[src/sv/stpll_pkg.sv]
package stpll_pkg;

  localparam int unsigned FreqW = 22;
  localparam int unsigned BandCount = 11;
  localparam int unsigned IdxW = 4;
  localparam int unsigned ProdW = 25;
  localparam int unsigned RecipW = 26;
  localparam int unsigned RecipShift = 39;
  localparam int unsigned QuotW = 12;

  typedef logic [FreqW-1:0] freq_t;
  typedef logic [IdxW-1:0] band_idx_t;
  typedef logic [31:0] word_t;
  typedef logic [1:0] word_sel_t;

  localparam freq_t FreqMin = 22'd950000;
  localparam freq_t FreqMax = 22'd2150000;
  localparam longint unsigned RefDiv = 64'd10111;

  // ceil(2^39 / 10111); exact floor quotient for any dividend below 2^25
  localparam logic [RecipW-1:0] RecipMul =
    RecipW'(((64'd1 << RecipShift) + RefDiv - 64'd1) / RefDiv);

  localparam word_t PllBase  = 32'hf800_0000;
  localparam word_t GainWord1 = 32'h500c_0000;
  localparam word_t GainWord2 = 32'h83f1_f800;

  localparam word_sel_t WordBand  = 2'd0;
  localparam word_sel_t WordGain1 = 2'd1;
  localparam word_sel_t WordGain2 = 2'd2;
  localparam word_sel_t WordPll   = 2'd3;

  localparam logic [1:0] PumpLow  = 2'd1;
  localparam logic [1:0] PumpHigh = 2'd2;

  localparam freq_t BandEdge [0:BandCount-1] = '{
    22'd950000,  22'd1019000, 22'd1075000, 22'd1178000, 22'd1296000, 22'd1432000,
    22'd1576000, 22'd1718000, 22'd1856000, 22'd2036000, 22'd2150000
  };

  localparam word_t BandWord [0:BandCount-1] = '{
    32'h0000_0000, 32'h0002_0000, 32'h0004_0000, 32'h0010_0800, 32'h0010_1000,
    32'h0010_2000, 32'h0010_4000, 32'h0010_8000, 32'h0011_0000, 32'h0012_0000,
    32'h0014_0000
  };

endpackage

[src/sv/satellite_tuner_pll_word_calc_unit.sv]
// The first word (band select) is valid once the item has passed stages 1 to 3 and been loaded into the output stage.
// Item rate is bounded by the four-word output serializer, which stalls while m_axis_tready is low; a new item
// is taken while words go out, and the 3-stage front end keeps the next item ready so words go out back to back.
// Per item: clamp/band pick/scale, reciprocal multiply, then split into PLL fields.
// rst (synchronous, active high) empties all stages; payload registers are not reset.
module satellite_tuner_pll_word_calc_unit (
  input  logic        clk,
  input  logic        rst,
  input  logic        s_axis_tvalid,
  output logic        s_axis_tready,
  input  logic [23:0] s_axis_tdata,  // [21:0] freq_khz, [23:22] zero
  output logic        m_axis_tvalid,
  input  logic        m_axis_tready,
  output logic [31:0] m_axis_tdata,  // [31:0] tuner_word
  output logic        m_axis_tlast   // last_word
);

  // stage 1: input register
  logic                  v1;
  stpll_pkg::freq_t      freq1;
  // stage 2: scaled dividend, band, pump
  logic                  v2;
  logic [stpll_pkg::ProdW-1:0] dvd2;
  stpll_pkg::band_idx_t  idx2;
  logic [1:0]            pump2;
  // stage 3: reciprocal product
  logic                  v3;
  logic [stpll_pkg::ProdW+stpll_pkg::RecipW-1:0] prod3;
  stpll_pkg::band_idx_t  idx3;
  logic [1:0]            pump3;
  // output stage
  logic                  ov;
  stpll_pkg::word_sel_t  sel;
  stpll_pkg::word_t      band_word;
  stpll_pkg::word_t      pll_word;

  logic rdy1, rdy2, rdy3, ld_out, out_take;

  assign out_take = ov && m_axis_tready;
  assign ld_out   = v3 && (!ov || (out_take && sel == stpll_pkg::WordPll));
  assign rdy3     = !v3 || ld_out;
  assign rdy2     = !v2 || rdy3;
  assign rdy1     = !v1 || rdy2;
  assign s_axis_tready = rdy1;

  // clamp, band search, pump, dividend
  stpll_pkg::freq_t      fc;
  stpll_pkg::band_idx_t  idx_c;
  logic [stpll_pkg::FreqW:0] mid_c;
  logic [stpll_pkg::ProdW-1:0] f10;
  logic [stpll_pkg::ProdW-1:0] dvd_c;
  logic [1:0]            pump_c;

  always_comb begin
    if (freq1 < stpll_pkg::FreqMin) begin
      fc = stpll_pkg::FreqMin;
    end else if (freq1 > stpll_pkg::FreqMax) begin
      fc = stpll_pkg::FreqMax;
    end else begin
      fc = freq1;
    end
    // smallest band whose upper edge is not below the frequency
    idx_c = stpll_pkg::band_idx_t'(stpll_pkg::BandCount - 1);
    for (int i = stpll_pkg::BandCount - 1; i >= 1; i--) begin
      if (stpll_pkg::BandEdge[i] >= fc) begin
        idx_c = stpll_pkg::band_idx_t'(i);
      end
    end
    mid_c = ({1'b0, stpll_pkg::BandEdge[idx_c - 4'd1]} +
             {1'b0, stpll_pkg::BandEdge[idx_c]}) >> 1;
    pump_c = ({1'b0, fc} < mid_c) ? stpll_pkg::PumpLow : stpll_pkg::PumpHigh;
    f10 = (stpll_pkg::ProdW'(fc) << 3) + (stpll_pkg::ProdW'(fc) << 1);
    // two lowest bands run the VCO at double rate
    dvd_c = (idx_c <= 4'd2) ? (f10 << 1) : f10;
  end

  // quotient split at output load
  logic [stpll_pkg::QuotW-1:0] quot;
  logic [4:0]            swallow;
  logic [8:0]            mainc;

  always_comb begin
    quot    = prod3[stpll_pkg::RecipShift +: stpll_pkg::QuotW];
    swallow = quot[4:0];
    mainc   = {2'b00, quot[stpll_pkg::QuotW-1:5]} - {8'd0, (swallow == 5'd0)};
  end

  always_ff @(posedge clk) begin
    if (rst) begin
      v1  <= 1'b0;
      v2  <= 1'b0;
      v3  <= 1'b0;
      ov  <= 1'b0;
      sel <= stpll_pkg::WordBand;
    end else begin
      if (rdy1) begin
        v1 <= s_axis_tvalid;
      end
      if (rdy2) begin
        v2 <= v1;
      end
      if (rdy3) begin
        v3 <= v2;
      end
      if (ld_out) begin
        ov  <= 1'b1;
        sel <= stpll_pkg::WordBand;
      end else if (out_take) begin
        if (sel == stpll_pkg::WordPll) begin
          ov <= 1'b0;
        end
        sel <= sel + 2'd1;
      end
    end
  end

  always_ff @(posedge clk) begin
    if (rdy1) begin
      freq1 <= s_axis_tdata[stpll_pkg::FreqW-1:0];
    end
    if (rdy2) begin
      dvd2  <= dvd_c;
      idx2  <= idx_c;
      pump2 <= pump_c;
    end
    if (rdy3) begin
      prod3 <= dvd2 * stpll_pkg::RecipMul;
      idx3  <= idx2;
      pump3 <= pump2;
    end
    if (ld_out) begin
      band_word <= stpll_pkg::BandWord[idx3];
      pll_word  <= stpll_pkg::PllBase | (32'(pump3) << 25) | (32'(mainc) << 16) |
                   (32'(swallow) << 11);
    end
  end

  always_comb begin
    case (sel)
      stpll_pkg::WordBand:  m_axis_tdata = band_word;
      stpll_pkg::WordGain1: m_axis_tdata = stpll_pkg::GainWord1;
      stpll_pkg::WordGain2: m_axis_tdata = stpll_pkg::GainWord2;
      default:              m_axis_tdata = pll_word;
    endcase
  end

  assign m_axis_tvalid = ov;
  assign m_axis_tlast  = (sel == stpll_pkg::WordPll);

  // PLL word: fixed top bits and exactly one pump bit set
  a_pll_fmt: assert property (@(posedge clk) disable iff (rst)
    m_axis_tvalid && m_axis_tlast |->
      m_axis_tdata[31:27] == 5'h1f && (m_axis_tdata[26] != m_axis_tdata[25]))
    else $error("malformed PLL word");

  // words of a run go out in order without a gap in validity
  a_run_order: assert property (@(posedge clk) disable iff (rst)
    m_axis_tvalid && m_axis_tready && !m_axis_tlast |=>
      m_axis_tvalid && sel == $past(sel) + 2'd1)
    else $error("output run broken");

  // run ends empty when nothing waits behind it
  a_run_end: assert property (@(posedge clk) disable iff (rst)
    m_axis_tvalid && m_axis_tready && m_axis_tlast && !v3 |=> !m_axis_tvalid)
    else $error("output valid after last word with no item pending");

  // a new run always starts at the band word
  a_run_start: assert property (@(posedge clk) disable iff (rst)
    ld_out |=> m_axis_tvalid && sel == stpll_pkg::WordBand)
    else $error("run did not start at band word");

endmodule

[config.mk]
export PLATFORM = sky130hd
export DESIGN_NAME = satellite_tuner_pll_word_calc_unit
export DESIGN_NICKNAME = d
export VERILOG_FILES = /design/src/sv/stpll_pkg.sv /design/src/sv/satellite_tuner_pll_word_calc_unit.sv
export SDC_FILE = /design/constraint.sdc
export NUM_CORES = 1
export LEC_CHECK = 0
export BUFFER_PORTS_ARGS = -buffer_cell sky130_fd_sc_hd__buf_2
export CORE_ASPECT_RATIO = 1.5
export CORE_UTILIZATION = 45
export CTS_CLUSTER_DIAMETER = 60
export DETAILED_ROUTE_END_ITERATION = 7
export GPL_TIMING_DRIVEN = 0
export PLACE_DENSITY = 0.68
export SYNTH_ARGS = -nofsm -noshare
export SYNTH_HDL_FRONTEND = slang
export SYNTH_SLANG_ARGS = --single-unit
[constraint.sdc]
create_clock -name clk -period 8.8 [get_ports clk]
set_input_delay 0.44 -clock clk [delete_from_list [all_inputs] [get_ports clk]]
set_output_delay 0.44 -clock clk [all_outputs]
set_load 0.01 [all_outputs]
* Word-level counts from Yosys, hierarchy flattened
Memories as Yosys holds them, arrays and structs flattened. A register that Yosys moved wholly into a read port is not among the register bits.
Cells that the tools add are included.
** Cells by class
- Add/subtract/negate cells :: 5
- Multipliers :: 1
- Divide/modulo/power cells :: 0
- $lt $le $gt $ge :: 15
- Equality and inequality tests :: 3
- Shift operators :: 0
- Multiplexer cells :: 21
- Bitwise gates (word level) :: 5
- Reduce and logical (&&, ||, !) cells :: 17
** Operator list (number)
- 21-bit by 22-bit >= comparator with 1-bit output (first input constant) :: 8
- 22-bit two-way mux :: 6
- 32-bit one-hot mux with 3 select lines :: 1
- 25-bit by 24-bit multiplier with 49-bit output (second input constant) :: 1
- 32-bit by 16-bit bitwise OR with 32-bit output :: 1
- 32-bit by 25-bit bitwise OR with 32-bit output :: 1
- 4-bit two-way mux :: 7
- 25-bit by 23-bit adder with 25-bit output :: 1
- 25-bit two-way mux :: 1
- 22-bit by 22-bit adder with 23-bit output :: 1
- 20-bit by 22-bit >= comparator with 1-bit output (first input constant) :: 1
- 22-bit greater-than comparator (second input constant) :: 1
- 22-bit by 20-bit less-than comparator with 1-bit output (second input constant) :: 1
- 22-bit less-than comparator :: 1
- 4-bit inverter with 5-bit output :: 3
- 5-bit >= comparator (second input constant) :: 2
- 7-bit by 1-bit subtractor with 8-bit output :: 1
- 2-bit two-way mux :: 3
- 5-bit zero test :: 1
- 2-bit == test (second input constant) :: 2
- 4-bit by 2-bit <= comparator with 1-bit output (second input constant) :: 1
- 1-bit zero test :: 4
- 1-bit logical OR :: 4
- 2-bit nonzero test :: 2
- 8 further kinds :: 12
** Word-level totals
- Register bits :: 146
- Bits in latches :: 0
- Memory bits (writable) :: 0
- Memory bits (read-only) :: 1216
- Output and inout bits :: 35
- Memories kept :: 3
** Memory list
- (no name shown) :: depth 16, width 32, read ports 1, clocked after Yosys merged registers in 1, write ports 0, RTL line satellite_tuner_pll_word_calc_unit.sv:132 : band_word <= stpll_pkg::BandWord[idx3];
- (no name shown) :: depth 16, width 22, read ports 1, clocked after Yosys merged registers in 0, write ports 0, RTL line satellite_tuner_pll_word_calc_unit.sv:70 : {1'b0, stpll_pkg::BandEdge[idx_c]}) >> 1;
- (no name shown) :: depth 16, width 22, read ports 1, clocked after Yosys merged registers in 0, write ports 0, RTL line satellite_tuner_pll_word_calc_unit.sv:69 : mid_c = ({1'b0, stpll_pkg::BandEdge[idx_c - 4'd1]} +

* Logic depth before layout (Yosys ltp)
- Depth in word-level cells :: 21
- Mapped depth :: 37

* Worst setup path before layout
No wires, ideal clock.
- Path kind :: reg2reg
- From :: register dvd2[3] in the netlist's numbering
- To :: register prod3[50] in the netlist's numbering, data pin
- Setup time :: 260 ps
- Arrival :: 6391 ps
- Data required time :: 8540 ps
- Path slack :: 2149 ps
- Stages on the path, launching flop included :: 21
- Path buffers :: 0
- Clock period less this slack :: 6651 ps
- Path through :: edfxtp_1 -> ha_1 -> inv_1 -> fa_1 -> fa_1 -> fa_1 -> fa_1 -> fa_1 -> inv_1 -> fa_1 -> ha_1 -> a21o_1 -> a21oi_1 -> nor2b_1 -> or4b_2 -> a211o_1 -> a32oi_1 -> o21ai_0 -> a21o_1 -> a21oi_1 -> xnor2_1
** On the way
- Word-level cells in the longest chain between the ends :: 1
** RTL lines
- from (decl) :: RTL line satellite_tuner_pll_word_calc_unit.sv:23 : logic [stpll_pkg::ProdW-1:0] dvd2;
- from (signal assigned) :: RTL line satellite_tuner_pll_word_calc_unit.sv:122 : dvd2 <= dvd_c;
- 25-bit by 24-bit multiplier with 49-bit output :: RTL line satellite_tuner_pll_word_calc_unit.sv:127 : prod3 <= dvd2 * stpll_pkg::RecipMul;
- to (signal assigned) :: RTL line satellite_tuner_pll_word_calc_unit.sv:127
- to (decl) :: RTL line satellite_tuner_pll_word_calc_unit.sv:28 : logic [stpll_pkg::ProdW+stpll_pkg::RecipW-1:0] prod3;
No other way between the ends.
A chain may end at the register's enable or synchronous reset.

* Worst setup path in the final report
- From :: register freq1[10]
- To :: register pump2[1], data pin
** On the way
- Word-level cells in the longest chain between the ends :: 21
- Elaborated cells on any way between the ends :: 34
** RTL lines
- from (decl) :: RTL line satellite_tuner_pll_word_calc_unit.sv:20 : stpll_pkg::freq_t freq1;
- from (signal assigned) :: RTL line satellite_tuner_pll_word_calc_unit.sv:119 : freq1 <= s_axis_tdata[stpll_pkg::FreqW-1:0];
- 22-bit greater-than comparator :: RTL line satellite_tuner_pll_word_calc_unit.sv:57 : end else if (freq1 > stpll_pkg::FreqMax) begin
- 22-bit two-way mux :: RTL line satellite_tuner_pll_word_calc_unit.sv:57
- 22-bit two-way mux * :: RTL line satellite_tuner_pll_word_calc_unit.sv:55 : if (freq1 < stpll_pkg::FreqMin) begin
- 21-bit by 22-bit >= comparator with 1-bit output :: RTL line satellite_tuner_pll_word_calc_unit.sv:65 : if (stpll_pkg::BandEdge[i] >= fc) begin
- 2-bit two-way mux (2 in series) :: RTL line satellite_tuner_pll_word_calc_unit.sv:65
- 4-bit two-way mux (6 in series) :: RTL line satellite_tuner_pll_word_calc_unit.sv:65
- 4-bit two-way mux * :: RTL line satellite_tuner_pll_word_calc_unit.sv:65
- net idx_c[0] :: RTL line satellite_tuner_pll_word_calc_unit.sv:48 : stpll_pkg::band_idx_t idx_c;
- 4-bit by 1-bit subtractor with 4-bit output :: RTL line satellite_tuner_pll_word_calc_unit.sv:69
- 4-bit inverter with 5-bit output (implied by the code) :: RTL line satellite_tuner_pll_word_calc_unit.sv:69
- memory 16 x 22 bit
- 22-bit two-way mux (implied by the code) (2 in series) :: RTL line satellite_tuner_pll_word_calc_unit.sv:69
- 22-bit by 22-bit adder with 23-bit output * :: RTL line satellite_tuner_pll_word_calc_unit.sv:69
- 22-bit less-than comparator * :: RTL line satellite_tuner_pll_word_calc_unit.sv:71 : pump_c = ({1'b0, fc} < mid_c) ? stpll_pkg::PumpLow : stpll_pkg::PumpHigh;
- 2-bit two-way mux * :: RTL line satellite_tuner_pll_word_calc_unit.sv:71
- net pump_c[1] :: RTL line satellite_tuner_pll_word_calc_unit.sv:52 : logic [1:0] pump_c;
- to (signal assigned) :: RTL line satellite_tuner_pll_word_calc_unit.sv:124 : pump2 <= pump_c;
- to (decl) :: RTL line satellite_tuner_pll_word_calc_unit.sv:25 : logic [1:0] pump2;
Mark *: on every way through the listed nets, which the timed path passes. The rest lies on a longest branch. The select of a mux whose other input is x is not followed.

==> results_dict.tcl <==
set metrics [dict create \
    portBuffers 49 \
    maxCapViolCount 0 \
    post-cts-setup-buffers 0 \
    finalSetupTns_ps 0 \
    synthTopCellsByArea "fa_1 (30%), ha_1 (20%), edfxtp_1 (16%)" \
    run_status "complete, no violations" \
    first_global_vias 13790 \
    ys_seq_elements 100 \
    grtUsageTotal_pct 22.47 \
    yosys_warnings 0 \
    avgRoutedWirePerCell_um 17.71 \
    syn2layout_area_growth_pct 7.129 \
    r2r_cells 32 \
    cpMostUsedCell "ha_1" \
    placed_cells 2332 \
    synth.cell_area_mm2 0.01764 \
    holdCritPathClass "in -> reg" \
    clock-root-buffer "clkbuf_16" \
    holdBufCountCts 0 \
    end_kind "flip-flop" \
    die_h_um 244.5 \
    start_util_pct 45.77 \
    rows 88 \
    seq_area_mm2 0.002943 \
    antenna_found_initial 0 \
    dieArea_mm2 0.04001 \
    postCtsResizedCells 0 \
    cts_tree "built" \
    hold_end "freq1[10]" \
    synth_edf_count 94 \
    fin_worst_skew_ps 8.742 \
    slew_violations 0 \
    fmax_mhz 122.4 \
    drtIter0Drc 507 \
    synth_area_per_cell_um2 9.927 \
    htreeDepth 3 \
    synth_mux_area_share_pct 0.3618 \
    ys_seq_area_share_pct 16.68 \
    r2r_end "pump2[1]" \
    start_kind "flip-flop" \
    detailed_place_hpwl_um 36310 \
    multi_input_area_mm2 0.01300 \
    stdcell_count 2349 \
    synth.distinct_cells 80 \
    ioPinCount 63 \
    r2r_start "freq1[10]" \
    max-clock-path-buffers 2 \
    yosys.area.top_type "fa_1" \
    hold_viol 0 \
    clk_pin_slew_ps 70 \
    fill_cells 3623 \
    cts_sinks 100 \
    arrival_ps 8280 \
    period_needed_ps 8168 \
    clock_latency_ps 360 \
    cts_buffers 9 \
    grt_max_degree 32 \
    synthCells 1777 \
    gp_congestion 0.9922 \
    slowest_stage "a2111oi_0" \
    nNetsFinal 2422 \
    num_antenna_cells 0 \
    post_synth_and_or_nand_nor_area_fraction_pct 9.200 \
    synth_ff_type "edfxtp_1" \
    reg2reg_setup_slack_ps 630 \
    ant_nets 0 \
    synthArstFlopShare_pct 0 \
    worst_slew_pin_slew_ps 755.2 \
    crit_required_ps 8910 \
    drive_above_1_share_pct 6.688 \
    holdPathStages 1 \
    synth-xor-area-share_pct 3.078 \
    crit_path_max_incr_delay_ps 720 \
    design.core.area_mm2 0.03854 \
    die_w_um 163.7 \
    drt-total-wl_um 41610 \
    grt_pass1_wl_um 69810 \
    synth_top_family_by_area "adder cells" \
    worstPathMaxFanout 12 \
    grt_overflow 0 \
    vias_per_cell 5.265 \
    path_class "reg -> reg" \
    firstDrtPassIters 7 \
    holdCritStartpoint "s_axis_tdata[10]" \
    rsz0062_at_grt "no" \
    relSlewSlack_pct 48.35 \
    drcViolationCount 0 \
    synth_compound_area_share_pct 10.69 \
    synth_top_area_share_pct 30.30 \
    synth_fa_ha_area_share_pct 50.02 \
    vias 12370 \
    period_share_pct 92.81 \
    setup_viol 0 \
]
==> routing by layer <==
| metal | vias to the layer above | track usage (%) | wire length, µm |
|---|---|---|---|
| li1 | 5950 | - | - |
| met2 | 211 | 43.15 | 23200 |
| met1 | 6117 | 24.87 | 15970 |
| met4 | 0 | 9.749 | 1703 |
| met5 | - | 0 | 0 |
| met3 | 90 | 1.594 | 737 |
==> layout make-up <==
class	count	share of cell area, %
repair buffers	51	1.457
clock inverters	7	0.4502
well taps	495	3.277
clock buffers	9	1.192
multi-input cells	1237	68.77
plain buffers	54	1.417
flip-flops and latches	100	15.57
inverters	396	7.866
==> metrics by stage <==
stage | util, % | hold WS [ps] | cell area (µm²) | worst slack (ps)
3_5_place_dp | 48.16 | 407.4 | 18560 | 735.8
6_report | 49.04 | 246.3 | 18900 | 632.4
4_1_cts | 48.96 | 231.6 | 18870 | 670.2
5_1_grt | 49.04 | 237.9 | 18900 | 65.26
2_1_floorplan | - | 400.3 | 17680 | 2149
3_3_place_gp | 48.11 | 410.2 | 18540 | 725.3
==> state kept, by name, summed over array words and instances (netlist names), 4 cells and up <==
signal	count
idx3	4
dvd2	24
prod3	12
band_word	9
freq1	22
pll_word	15
idx2	4
==> cell usage after synthesis (6+ instances only) <==
master and instances:
o31ai_1 6, o211ai_1 10, xnor2_1 35, a211o_1 6, clkbuf_1 36, inv_1 391
nand2_1 116, nor3_1 21, o21ai_0 61, a31oi_1 10, or4_1 6, nand3_1 25
or2_2 7, nor2b_1 10, o21ai_1 7, nor2_1 63, or3_1 7, fa_1 267
and2_1 9, and3_1 13, a21oi_1 86, buf_4 15, ha_1 278, nand2b_1 17
edfxtp_1 94, a21o_1 31, o21a_1 13, xor2_1 22, nand4_1 8, dfxtp_1 6
==> worst max-delay path by stage <==
stage	from	to	slack, ps
global placement	freq1[10]	pump2[1]	730
floorplan	dvd2[3]	prod3[50]	2150
CTS	freq1[10]	pump2[1]	670
finish	freq1[10]	pump2[1]	630
global route	freq1[10]	pump2[0]	70
detailed placement	freq1[10]	pump2[1]	740
==> layout by cell type (no fill, tap or decap), types with 10 or more instances in the layout <==
cell	netlist	layout
xor2_1	22	22
xnor2_1	35	35
nor2_1	63	63
nand2b_1	17	17
ha_1	278	278
edfxtp_1	94	94
o21ai_0	61	60
a21o_1	31	31
fa_1	267	267
nand2_1	116	116
a21oi_1	86	86
o211ai_1	10	10
buf_4	15	15
buf_2	1	50
a31oi_1	10	10
nand3_1	25	24
conb_1	1	11
and3_1	13	13
nor3_1	21	21
o21a_1	13	13
inv_1	391	391
clkbuf_1	36	36
==> logic make-up (layout without fill, tap and decap cells) <==
group / count (synthesis) / after routing
buffers and inverters: 450 / 517
multiplexers: 6 / 6
flip-flops: 100 / 100
AND/OR/NAND/NOR: 332 / 332
other: 1 / 11
adder cells (fa/ha/maj): 545 / 545
AO/OA/AOI/OAI: 284 / 284
XOR/XNOR: 59 / 59
==> critical path: cells and delay by family, from the launching register on <==
kind,cells,cell delay [ps]
adders and majority gates,4,1160
AOI/OAI and AO/OA,15,3730
buffers and inverters,4,940
and+or+nand+nor,9,1740
DFF,1,330
Power is not shown: default switching activity piles up to over one toggle a cycle in this logic, so the estimate is an artifact.
